`config.mk`:
```
export PLATFORM = sky130hd
export DESIGN_NAME = tile_set_file_parser
export DESIGN_NICKNAME = d
export VERILOG_FILES = /design/src/rtl/core/tsfp_pkg.sv /design/src/rtl/core/tsfp_front.sv /design/src/rtl/core/tsfp_queue.sv /design/src/rtl/core/tsfp_back.sv /design/src/rtl/core/tile_set_file_parser.sv
export SDC_FILE = /design/constraint.sdc
export NUM_CORES = 1
export LEC_CHECK = 0
export BUFFER_PORTS_ARGS = -buffer_cell sky130_fd_sc_hd__clkbuf_2
export CORE_ASPECT_RATIO = 1.2
export CORE_MARGIN = 2
export CORE_UTILIZATION = 50
export CTS_BUF_LIST = sky130_fd_sc_hd__clkbuf_8
export DETAILED_ROUTE_END_ITERATION = 12
export HOLD_SLACK_MARGIN = 0.15
export PLACE_DENSITY = 0.68
export SLEW_MARGIN = 30
export SYNTH_ARGS = -nofsm -noshare
export SYNTH_HDL_FRONTEND = slang
export SYNTH_SLANG_ARGS = --single-unit
export TNS_END_PERCENT = 5
```
`constraint.sdc`:
```
create_clock -name clk -period 21.8 [get_ports clk]
set_input_delay 1.09 -clock clk [delete_from_list [all_inputs] [get_ports clk]]
set_output_delay 1.09 -clock clk [all_outputs]
set_load 0.02 [all_outputs]
```
`src/rtl/core/tsfp_pkg.sv`:
```
// Shared types and constants for the tile set file parser.
// Holds the phase, kind and status codes and the front-to-back event record.
// No dependencies.
package tsfp_pkg;

	// Fixed file layout
	localparam int unsigned SUBTILES_PER_METATILE = 4;
	localparam int unsigned COLORS_PER_PALETTE = 16;

	localparam logic [3:0] HDR_BYTES = 4'd8;
	localparam logic [3:0] CNT_BYTES = 4'd4;
	localparam logic [3:0] SUB_BYTES = 4'(SUBTILES_PER_METATILE * 2);
	localparam logic [3:0] META_BYTES = 4'(SUBTILES_PER_METATILE * 2 + 5);
	localparam logic [3:0] RGB_BYTES = 4'd3;
	localparam logic [3:0] LAST_COLOR = 4'(COLORS_PER_PALETTE - 1);
	localparam logic [7:0] MAX_ROW = 8'd7;

	// Parse phase
	typedef enum logic [1:0] {
		PH_SIG     = 2'd0,
		PH_META    = 2'd1,
		PH_PALHDR  = 2'd2,
		PH_PALDATA = 2'd3
	} phase_t;

	// Result kind
	typedef enum logic [2:0] {
		KIND_SUBTILE = 3'd0,
		KIND_ATTR    = 3'd1,
		KIND_COLOR   = 3'd2,
		KIND_ERROR   = 3'd3,
		KIND_END     = 3'd4
	} kind_t;

	// Result status
	typedef enum logic [2:0] {
		ST_OK           = 3'd0,
		ST_CLAMP        = 3'd1,
		ST_SHORT        = 3'd2,
		ST_BADSIG       = 3'd3,
		ST_TRUNC_META   = 3'd4,
		ST_TRUNC_ATTR   = 3'd5,
		ST_TRUNC_PALHDR = 3'd6,
		ST_TRUNC_PALDAT = 3'd7
	} status_t;

	// Classified event from the front. payload by kind:
	//   subtile: [15:0] raw word
	//   attr:    [15:0] behavior, [23:16] collision, [31:24] raw row, [39:32] reserved
	//   color:   [23:0] packed rgb
	typedef struct packed {
		kind_t       kind;
		logic        fin;
		logic [31:0] rec_idx;
		logic [3:0]  sub_idx;
		logic [39:0] payload;
		status_t     status;
	} event_t;

	// Expected signature "AM95"
	function automatic logic [7:0] sig_byte(input logic [1:0] pos);
		logic [7:0] res;
		case (pos)
			2'd0: res = 8'h41;
			2'd1: res = 8'h4D;
			2'd2: res = 8'h39;
			default: res = 8'h35;
		endcase
		return res;
	endfunction

endpackage

```
`src/rtl/core/tsfp_front.sv`:
```
// Front of the parser: tracks file structure byte by byte and classifies
// each accepted byte into at most one event. Depends on tsfp_pkg.
module tsfp_front import tsfp_pkg::*; (
	input  logic         clk,
	input  logic         arst_n,
	input  logic         byte_fire,
	input  logic [7:0]   data_byte,
	input  logic         end_of_file,
	output logic         ev_push,
	output event_t       ev
);

	phase_t      phase_q, phase_d;
	logic [3:0]  pos_q, pos_d;
	logic [31:0] total_q, total_d;
	logic [31:0] rec_q, rec_d;
	logic [3:0]  color_q, color_d;
	logic [31:0] asm_q, asm_d;
	logic        sig_bad_q, sig_bad_d;
	logic        finished_q, finished_d;

	logic [3:0]  pos_inc;
	logic [31:0] rec_inc;
	logic [31:0] lane_word;

	assign pos_inc = pos_q + 4'd1;
	assign rec_inc = rec_q + 32'd1;
	// little-endian byte placed at lane pos[1:0]
	assign lane_word = asm_q | ({24'd0, data_byte} << {pos_q[1:0], 3'b000});

	// State register
	always_ff @(posedge clk or negedge arst_n) begin
		if (!arst_n) begin
			phase_q    <= PH_SIG;
			pos_q      <= '0;
			total_q    <= '0;
			rec_q      <= '0;
			color_q    <= '0;
			asm_q      <= '0;
			sig_bad_q  <= 1'b0;
			finished_q <= 1'b0;
		end else if (byte_fire) begin
			phase_q    <= phase_d;
			pos_q      <= pos_d;
			total_q    <= total_d;
			rec_q      <= rec_d;
			color_q    <= color_d;
			asm_q      <= asm_d;
			sig_bad_q  <= sig_bad_d;
			finished_q <= finished_d;
		end
	end

	// Next state and event
	always_comb begin
		logic    have;
		logic    fin;
		logic    err;
		status_t err_code;

		phase_d    = phase_q;
		pos_d      = pos_q;
		total_d    = total_q;
		rec_d      = rec_q;
		color_d    = color_q;
		asm_d      = asm_q;
		sig_bad_d  = sig_bad_q;
		finished_d = finished_q;
		ev         = '0;
		have       = 1'b0;
		fin        = 1'b0;
		err        = 1'b0;
		err_code   = ST_OK;

		if (!finished_q) begin
			case (phase_q)
				PH_SIG: begin
					if (pos_q < CNT_BYTES) begin
						if (data_byte != sig_byte(pos_q[1:0]))
							sig_bad_d = 1'b1;
					end else begin
						asm_d = lane_word;
					end
					pos_d = pos_inc;
					if (pos_inc >= HDR_BYTES) begin
						if (sig_bad_d) begin
							err      = 1'b1;
							err_code = ST_BADSIG;
						end else begin
							total_d = asm_d;
							rec_d   = '0;
							pos_d   = '0;
							asm_d   = '0;
							phase_d = (total_d != '0) ? PH_META : PH_PALHDR;
						end
					end
				end
				PH_META: begin
					if (pos_q < SUB_BYTES) begin
						if (!pos_q[0]) begin
							asm_d = {24'd0, data_byte};
						end else begin
							// second byte completes a subtile word
							ev.kind    = KIND_SUBTILE;
							ev.rec_idx = rec_q;
							ev.sub_idx = {2'b00, pos_q[2:1]};
							ev.payload = {24'd0, data_byte, asm_q[7:0]};
							have       = 1'b1;
						end
					end else if (pos_q < SUB_BYTES + CNT_BYTES) begin
						asm_d = (pos_q == SUB_BYTES) ? {24'd0, data_byte} : lane_word;
					end else begin
						// reserved byte completes the attributes
						ev.kind    = KIND_ATTR;
						ev.rec_idx = rec_q;
						ev.payload = {data_byte, asm_q};
						have       = 1'b1;
					end
					pos_d = pos_inc;
					if (pos_inc >= META_BYTES) begin
						pos_d = '0;
						asm_d = '0;
						rec_d = rec_inc;
						if (rec_inc == total_q) begin
							rec_d   = '0;
							phase_d = PH_PALHDR;
						end
					end
				end
				PH_PALHDR: begin
					asm_d = lane_word;
					pos_d = pos_inc;
					if (pos_inc >= CNT_BYTES) begin
						total_d = asm_d;
						rec_d   = '0;
						pos_d   = '0;
						asm_d   = '0;
						color_d = '0;
						if (lane_word == '0) begin
							ev.kind = KIND_END;
							have    = 1'b1;
							fin     = 1'b1;
						end else begin
							phase_d = PH_PALDATA;
						end
					end
				end
				default: begin
					// rgb bytes arrive big-endian into a 24-bit word
					asm_d = {8'd0, asm_q[15:0], data_byte};
					pos_d = pos_inc;
					if (pos_inc >= RGB_BYTES) begin
						ev.kind    = KIND_COLOR;
						ev.rec_idx = rec_q;
						ev.sub_idx = color_q;
						ev.payload = {16'd0, asm_d[23:0]};
						have       = 1'b1;
						pos_d      = '0;
						asm_d      = '0;
						if (color_q >= LAST_COLOR) begin
							color_d = '0;
							rec_d   = rec_inc;
							if (rec_inc == total_q)
								fin = 1'b1;
						end else begin
							color_d = color_q + 4'd1;
						end
					end
				end
			endcase

			// Early end of file: status follows the group that was cut
			if (!err && !fin && end_of_file) begin
				err = 1'b1;
				case (phase_d)
					PH_SIG:    err_code = ST_SHORT;
					PH_META:   err_code = (pos_d < SUB_BYTES) ? ST_TRUNC_META : ST_TRUNC_ATTR;
					PH_PALHDR: err_code = ST_TRUNC_PALHDR;
					default:   err_code = ST_TRUNC_PALDAT;
				endcase
			end
			if (err) begin
				ev        = '0;
				ev.kind   = KIND_ERROR;
				ev.status = err_code;
				have      = 1'b1;
				fin       = 1'b1;
			end
			if (fin) begin
				ev.fin     = 1'b1;
				finished_d = 1'b1;
			end
		end

		// Last byte of a file rearms the parser
		if (end_of_file) begin
			phase_d    = PH_SIG;
			pos_d      = '0;
			total_d    = '0;
			rec_d      = '0;
			color_d    = '0;
			asm_d      = '0;
			sig_bad_d  = 1'b0;
			finished_d = 1'b0;
		end

		ev_push = byte_fire && have;
	end

endmodule

```
`src/rtl/core/tsfp_queue.sv`:
```
// Short event queue between the parser front and the output back.
// Register-based, one write and one read port. Depends on tsfp_pkg.
module tsfp_queue import tsfp_pkg::*; #(
	parameter int unsigned DEPTH = 2
) (
	input  logic   clk,
	input  logic   arst_n,
	input  logic   push,
	input  event_t wr_data,
	output logic   wr_ready,
	input  logic   pop,
	output event_t rd_data,
	output logic   rd_valid
);

	localparam int unsigned PTR_W = (DEPTH > 1) ? $clog2(DEPTH) : 1;
	localparam int unsigned CNT_W = $clog2(DEPTH + 1);
	localparam logic [PTR_W-1:0] LAST_PTR = PTR_W'(DEPTH - 1);
	localparam logic [CNT_W-1:0] FULL_CNT = CNT_W'(DEPTH);

	event_t           entry_q [DEPTH];
	logic [PTR_W-1:0] wr_ptr_q;
	logic [PTR_W-1:0] rd_ptr_q;
	logic [CNT_W-1:0] cnt_q;

	assign wr_ready = (cnt_q != FULL_CNT);
	assign rd_valid = (cnt_q != '0);
	assign rd_data  = entry_q[rd_ptr_q];

	// Entry storage
	always_ff @(posedge clk) begin
		if (push)
			entry_q[wr_ptr_q] <= wr_data;
	end

	// Pointers and fill count
	always_ff @(posedge clk or negedge arst_n) begin
		if (!arst_n) begin
			wr_ptr_q <= '0;
			rd_ptr_q <= '0;
			cnt_q    <= '0;
		end else begin
			if (push)
				wr_ptr_q <= (wr_ptr_q == LAST_PTR) ? '0 : wr_ptr_q + PTR_W'(1);
			if (pop)
				rd_ptr_q <= (rd_ptr_q == LAST_PTR) ? '0 : rd_ptr_q + PTR_W'(1);
			case ({push, pop})
				2'b10:   cnt_q <= cnt_q + CNT_W'(1);
				2'b01:   cnt_q <= cnt_q - CNT_W'(1);
				default: cnt_q <= cnt_q;
			endcase
		end
	end

endmodule

```
`src/rtl/core/tsfp_back.sv`:
```
// Back of the parser: takes queued events, splits subtile words, clamps
// attribute rows and holds the result in the output register. Depends on tsfp_pkg.
module tsfp_back import tsfp_pkg::*; (
	input  logic         clk,
	input  logic         arst_n,
	input  logic         ev_valid,
	input  event_t       ev,
	output logic         ev_pop,
	output logic         out_valid,
	input  logic         out_ready,
	output logic [2:0]   kind,
	output logic         final_res,
	output logic [31:0]  record_index,
	output logic [3:0]   sub_index,
	output logic [9:0]   tile_index,
	output logic [2:0]   flags,
	output logic [2:0]   pal_row,
	output logic [23:0]  word_a,
	output logic [7:0]   byte_b,
	output logic [7:0]   byte_c,
	output logic [2:0]   status
);

	logic        valid_q;
	logic [2:0]  kind_q;
	logic        fin_q;
	logic [31:0] rec_q;
	logic [3:0]  sub_q;
	logic [9:0]  tile_q;
	logic [2:0]  flags_q;
	logic [2:0]  row_q;
	logic [23:0] word_a_q;
	logic [7:0]  byte_b_q;
	logic [7:0]  byte_c_q;
	logic [2:0]  status_q;

	logic [9:0]  tile_d;
	logic [2:0]  flags_d;
	logic [2:0]  row_d;
	logic [23:0] word_a_d;
	logic [7:0]  byte_b_d;
	logic [7:0]  byte_c_d;
	status_t     status_d;

	assign ev_pop = ev_valid && (!valid_q || out_ready);

	// Field decode per kind; unused fields stay zero
	always_comb begin
		tile_d   = '0;
		flags_d  = '0;
		row_d    = '0;
		word_a_d = '0;
		byte_b_d = '0;
		byte_c_d = '0;
		status_d = ev.status;
		case (ev.kind)
			KIND_SUBTILE: begin
				tile_d  = ev.payload[9:0];
				flags_d = {ev.payload[12], ev.payload[11], ev.payload[10]};
				row_d   = ev.payload[15:13];
			end
			KIND_ATTR: begin
				word_a_d = {8'd0, ev.payload[15:0]};
				byte_b_d = ev.payload[23:16];
				byte_c_d = ev.payload[39:32];
				if (ev.payload[31:24] > MAX_ROW) begin
					row_d    = MAX_ROW[2:0];
					status_d = ST_CLAMP;
				end else begin
					row_d = ev.payload[26:24];
				end
			end
			KIND_COLOR: begin
				word_a_d = ev.payload[23:0];
			end
			default: begin
				status_d = ev.status;
			end
		endcase
	end

	// Output valid
	always_ff @(posedge clk or negedge arst_n) begin
		if (!arst_n)
			valid_q <= 1'b0;
		else if (ev_pop)
			valid_q <= 1'b1;
		else if (out_ready)
			valid_q <= 1'b0;
	end

	// Output payload
	always_ff @(posedge clk) begin
		if (ev_pop) begin
			kind_q   <= ev.kind;
			fin_q    <= ev.fin;
			rec_q    <= ev.rec_idx;
			sub_q    <= ev.sub_idx;
			tile_q   <= tile_d;
			flags_q  <= flags_d;
			row_q    <= row_d;
			word_a_q <= word_a_d;
			byte_b_q <= byte_b_d;
			byte_c_q <= byte_c_d;
			status_q <= status_d;
		end
	end

	assign out_valid    = valid_q;
	assign kind         = kind_q;
	assign final_res    = fin_q;
	assign record_index = rec_q;
	assign sub_index    = sub_q;
	assign tile_index   = tile_q;
	assign flags        = flags_q;
	assign pal_row      = row_q;
	assign word_a       = word_a_q;
	assign byte_b       = byte_b_q;
	assign byte_c       = byte_c_q;
	assign status       = status_q;

endmodule

```
`src/rtl/core/tile_set_file_parser.sv`:
```
// Tile set file parser, top level. Instantiates tsfp_front, tsfp_queue and
// tsfp_back; depends on tsfp_pkg.
//
// Takes a tile set file one byte per word, last byte marked by end_of_file,
// and emits one decoded word per subtile, per metatile attribute group and per
// palette color, then an end marker if the palette count is zero, or an error;
// final_res marks the last word of a parse, and a consumer drops the records
// of a parse that ends in error. Bytes after the final word are ignored until
// the next end_of_file. One byte is taken per clock cycle while in_ready is
// high: the front decodes it in the cycle it is accepted, and the result passes
// through a QUEUE_DEPTH-entry queue into the output register. in_ready falls
// only while that queue is full, which with a QUEUE_DEPTH of two or more
// happens only when the output side stalls.
module tile_set_file_parser import tsfp_pkg::*; #(
	parameter int unsigned QUEUE_DEPTH = 2
) (
	input  logic         clk,
	input  logic         arst_n,
	input  logic         in_valid,
	output logic         in_ready,
	input  logic [7:0]   data_byte,
	input  logic         end_of_file,
	output logic         out_valid,
	input  logic         out_ready,
	output logic [2:0]   kind,
	output logic         final_res,
	output logic [31:0]  record_index,
	output logic [3:0]   sub_index,
	output logic [9:0]   tile_index,
	output logic [2:0]   flags,
	output logic [2:0]   pal_row,
	output logic [23:0]  word_a,
	output logic [7:0]   byte_b,
	output logic [7:0]   byte_c,
	output logic [2:0]   status
);

	logic   byte_fire;
	logic   ev_push;
	event_t ev_in;
	logic   q_ready;
	logic   q_valid;
	logic   q_pop;
	event_t q_data;

	assign in_ready  = q_ready;
	assign byte_fire = in_valid && q_ready;

	// Structure tracking and classification
	tsfp_front u_front (
		.clk         (clk),
		.arst_n      (arst_n),
		.byte_fire   (byte_fire),
		.data_byte   (data_byte),
		.end_of_file (end_of_file),
		.ev_push     (ev_push),
		.ev          (ev_in)
	);

	// Decoupling queue
	tsfp_queue #(
		.DEPTH (QUEUE_DEPTH)
	) u_queue (
		.clk      (clk),
		.arst_n   (arst_n),
		.push     (ev_push),
		.wr_data  (ev_in),
		.wr_ready (q_ready),
		.pop      (q_pop),
		.rd_data  (q_data),
		.rd_valid (q_valid)
	);

	// Field decode and output register
	tsfp_back u_back (
		.clk          (clk),
		.arst_n       (arst_n),
		.ev_valid     (q_valid),
		.ev           (q_data),
		.ev_pop       (q_pop),
		.out_valid    (out_valid),
		.out_ready    (out_ready),
		.kind         (kind),
		.final_res    (final_res),
		.record_index (record_index),
		.sub_index    (sub_index),
		.tile_index   (tile_index),
		.flags        (flags),
		.pal_row      (pal_row),
		.word_a       (word_a),
		.byte_b       (byte_b),
		.byte_c       (byte_c),
		.status       (status)
	);

	// A classified event is never pushed into a full queue
	a_no_overflow: assert property (@(posedge clk) disable iff (!arst_n)
		ev_push |-> q_ready)
		else $error("event pushed into full queue");

	// The back only pops what the queue holds
	a_no_underflow: assert property (@(posedge clk) disable iff (!arst_n)
		q_pop |-> q_valid)
		else $error("pop from empty queue");

	// Errors and end markers close the parse and carry no record number
	a_terminal_word: assert property (@(posedge clk) disable iff (!arst_n)
		out_valid && (kind == KIND_ERROR || kind == KIND_END)
			|-> final_res && record_index == '0)
		else $error("terminal word without final mark or with record number");

	// A word coming out of the back matches the event popped in the previous cycle
	a_kind_follows_pop: assert property (@(posedge clk) disable iff (!arst_n)
		q_pop |=> out_valid && kind == $past(q_data.kind) && final_res == $past(q_data.fin))
		else $error("output word does not match popped event");

endmodule
```
==> metrics.md <==
| Metric | Value |
|---|---|
| Status | `finished, final reports clean` |
| Synthesis-to-layout area growth | `11.51%` |
| Post-DR vias/cell | `around 6.1` |
| Post-placement cell area | `roughly 19,000 um2` |
| DRT Pass-1 Iters | `7` |
| Final WS setup | `17.00 ns` |
| CTS buffer count | `57` |
| I/O pins | `114` |
| Fin. max-slew vios | `0` |
| CTS tree | `yes` |
| Vias in the first global route | `around 12k` |
| Chip Width | `between 150 and 200 um` |
| Max cap viols | `0` |
| Clock Path Buffers | `3` |
| Headroom to the max-slew limit | `between 30 and 40%` |
| Final nets | `roughly 1.6k` |
| Die area | `about 37,000 um2` |
| Grt ovf | `0` |
| Warnings from Yosys | `0` |
| Final wirelength | `about 45,000 um` |
| Setup Skew | `0.04595 ns` |
| Register area share after synthesis | `between 60 and 70%` |
| HPWL Detailed | `30,290 um` |
| Combinational share of power | `between 20% and 30%` |
| RSZ-0062 raised after global routing | `false` |
| Async SR Flop Fraction | `between 20% and 30%` |
| # fillers | `between 2k and 3k` |
| Number of gates resized after CTS | `0` |
| Wire length per cell | `21.44 um` |
| Setup bufs post-CTS | `0` |
| Worst ir drop on vdd | `53.56 uV` |
| Flops & latches, synth | `378` |
| Core Util, Final | `56.80%` |
| Worst slack, placed | `roughly 17 ns` |
| Commonest non-fill, non-tap cell in the layout | `edfxtp_1` |
| Final Hold Fails | `0` |
| Worst setup EP type | `flip-flop` |
| Reg power frac | `45.3%` |
| Initial DRC Count | `about 1.3k` |
| Tmin final | `between 4 and 5 ns` |
| Sink Count | `about 380` |
| Post-Syn Area | `17,930 um2` |
| Post-synth EDFFs | `around 270` |
| Crit-path max cell delay | `0.71 ns` |
| Avg Inst Size Synth | `around 12 um2` |
| Antenna viol nets, final | `0` |
| Post-synth net total | `1,546` |
| Placer congestion estimate | `between 0.9 and 1` |
| Final setup fails | `0` |
| Die Ht | `211.4 um` |
| Synth Flop Type | `edfxtp_1` |
| CP Cell Sequence | `ha_1 -> inv_1 -> o32ai_2 -> inv_1 -> nand4b_1 -> and2_1 -> a21oi_4 -> a2111oi_2 -> buf_4 -> buf_4` |
| CTS HTree Levels | `2` |
| Initial core utilization | `between 50% and 60%` |
| DRC viols | `0` |
| Synth area leaders | `edfxtp_1, dfrtp_1, nor2_1` |
| Worst skew pair latency | `~0.64 ns` |
| Routed vias | `about 13k` |
| Final setup TNS | `0 ns` |
| Pwr dens | `112.9 nW/um2` |
| HP Class | `in2async` |
| Clock Power Share | `a little over a quarter` |
| Sw frac | `around 34%` |
| Layout cell share with drive strength beyond 1 | `between 10% and 20%` |
| Clk pin slew, worst setup/hold paths | `0.07 ns` |
| Most frequent cells in the layout | `edfxtp_1, nor2_1, nand2_1` |
| Tot GR Track Use | `roughly a quarter` |
| CP Class | `reg2reg` |
| Setup crit start kind | `flip-flop` |
| Fin area | `19,990 um2` |
| Worst endpoint required time | `around 22 ns` |
| Final worst-path cycle share | `around 22%` |
| Worst slew pin tran | `0.9447 ns` |
| Yosys top cell area share | `44.39%` |
| N_diodes | `0` |
| Crit Path Max Fanout | `67` |
| Crit-path slowest cell | `buf_4` |
| Syn Inst Count | `around 1.5k` |
| Achievable frequency | `0.2084 GHz` |
| Core area | `~35,000 um2` |
| Initial antenna violation count | `0` |
| Num rows | `75` |
| First-pass GRT wire length | `70,410 um` |
| CP arrival | `between 5 and 6 ns` |
| Lkg Pwr | `~7.7 nW` |
| Internal | `1.480 mW` |
| Cts hold-fix bufs | `0` |
| Number of distinct library cells after synthesis | `a little over 80` |
| Area leader, netlist | `edfxtp_1` |
| Largest net degree at the start of global routing | `79` |
| Count of port buffers added during placement | `~110` |
| Clock tree root buffer cell | `clkbuf_8` |
| Switching Power | `around 0.78 mW` |
per-layer routing:
metal,track usage [%],part of all wire (%),up-vias
met2,38.09,46,591
met3,4.131,7.3,117
li1,-,-,5900
met4,9.148,3.6,0
met5,0,0,-
met1,34.07,43,6319
registers in the layout (all words and copies together), names as in the netlist, 2 cells and up:
name	cells
u_queue.entry_q	166
u_back.record_index	32
u_front.asm_q	32
u_front.rec_q	32
u_front.total_q	32
u_back.word_a	24
u_back.tile_index	10
u_back.byte_b	8
u_back.byte_c	8
u_back.sub_index	4
u_front.color_q	4
u_front.pos_q	4
u_back.flags	3
u_back.kind	3
u_back.pal_row	3
u_back.status	3
u_front.phase_q	2
u_queue.cnt_q	2
through the flow:
stage,hold WS [ns],std cells,power [mW]
after floorplan,0.4634,1520,1.492
after global placement,0.4864,1999,1.658
after detailed placement,0.4877,2000,1.669
after CTS,0.4315,2108,2.272
after global routing,0.4544,2108,2.371
final,0.4419,2108,2.256
power by group through the flow:
| stage | clock network, mW | logic, mW | registers, mW |
|---|---|---|---|
| 2_1_floorplan | 0 | 0.355 | 1.14 |
| 3_3_place_gp | 0 | 0.627 | 1.03 |
| 3_5_place_dp | 0 | 0.632 | 1.04 |
| 4_1_cts | 0.614 | 0.635 | 1.02 |
| 5_1_grt | 0.647 | 0.688 | 1.04 |
| 6_report | 0.601 | 0.632 | 1.02 |
cells in the mapped netlist, drive strengths merged (10+ instances only):
| master | n |
|---|---|
| nand3 | 36 |
| and4 | 11 |
| nor3b | 10 |
| o21ai | 63 |
| clkbuf | 79 |
| nand2 | 116 |
| nor3 | 35 |
| and2 | 43 |
| a22o | 15 |
| o31ai | 37 |
| a21oi | 92 |
| and3 | 27 |
| dfrtp | 113 |
| xnor2 | 24 |
| a211oi | 11 |
| mux2i | 44 |
| xor2 | 23 |
| nor4 | 15 |
| nand4 | 22 |
| a2bb2oi | 11 |
| inv | 25 |
| mux2 | 40 |
| nor2 | 124 |
| edfxtp | 265 |
| ha | 13 |
| nor2b | 14 |
| buf | 36 |
| a31oi | 28 |
| a22oi | 20 |
| o22ai | 10 |
worst max-delay path: cells and delay by family, from the launching register on:
kind,cells,cell delay (ns)
compound gates,3,1.28
fa+ha+maj,1,0.47
buf+inv,4,1.33
flops,1,0.67
simple gates,2,0.53
path summary, 6_finish.rpt:
| check | start | to | slack [ns] | cells after the start |
|---|---|---|---|---|
| min in group clk | u_queue.cnt_q[1] | u_queue.cnt_q[1] | 0.50 | 1 |
| worst max-delay path | u_front.pos_q[0] | u_queue.entry_q[1][64] | 17.00 | 10 |
| worst min register to register | u_queue.cnt_q[1] | u_queue.cnt_q[1] | 0.50 | 1 |
| worst max register to register | u_front.pos_q[0] | u_queue.entry_q[1][64] | 17.00 | 10 |
| max in group asynchronous | arst_n | u_front.rec_q[17] | 20.20 | 2 |
| worst min-delay path | arst_n | u_front.pos_q[1] | 0.44 | 1 |
layout make-up:
type                            count  area (um2)  share of cell area (%)
Sequential cell                   378       10790                   53.98
Inverter                           26       97.59                  0.4882
Clock buffer                       62       853.3                   4.269
Tap cell                          462       578.1                   2.892
Clock inverter                     46       345.3                   1.728
Timing Repair Buffer              133       729.5                   3.649
Multi-Input combinational cell   1001        6595                   32.99
kinds of logic after synthesis:
| kind of cell | after synthesis | synth area share (%) |
|---|---|---|
| AOI/OAI and AO/OA | 365 | 13.89 |
| xor gates and xnor gates | 47 | 2.296 |
| adders and majority gates | 13 | 0.9074 |
| buffers and inverters | 141 | 3.532 |
| DFF | 378 | 60.17 |
| muxes | 84 | 4.970 |
| and+or+nand+nor | 492 | 14.24 |
Power figures use the tool's default switching activity.
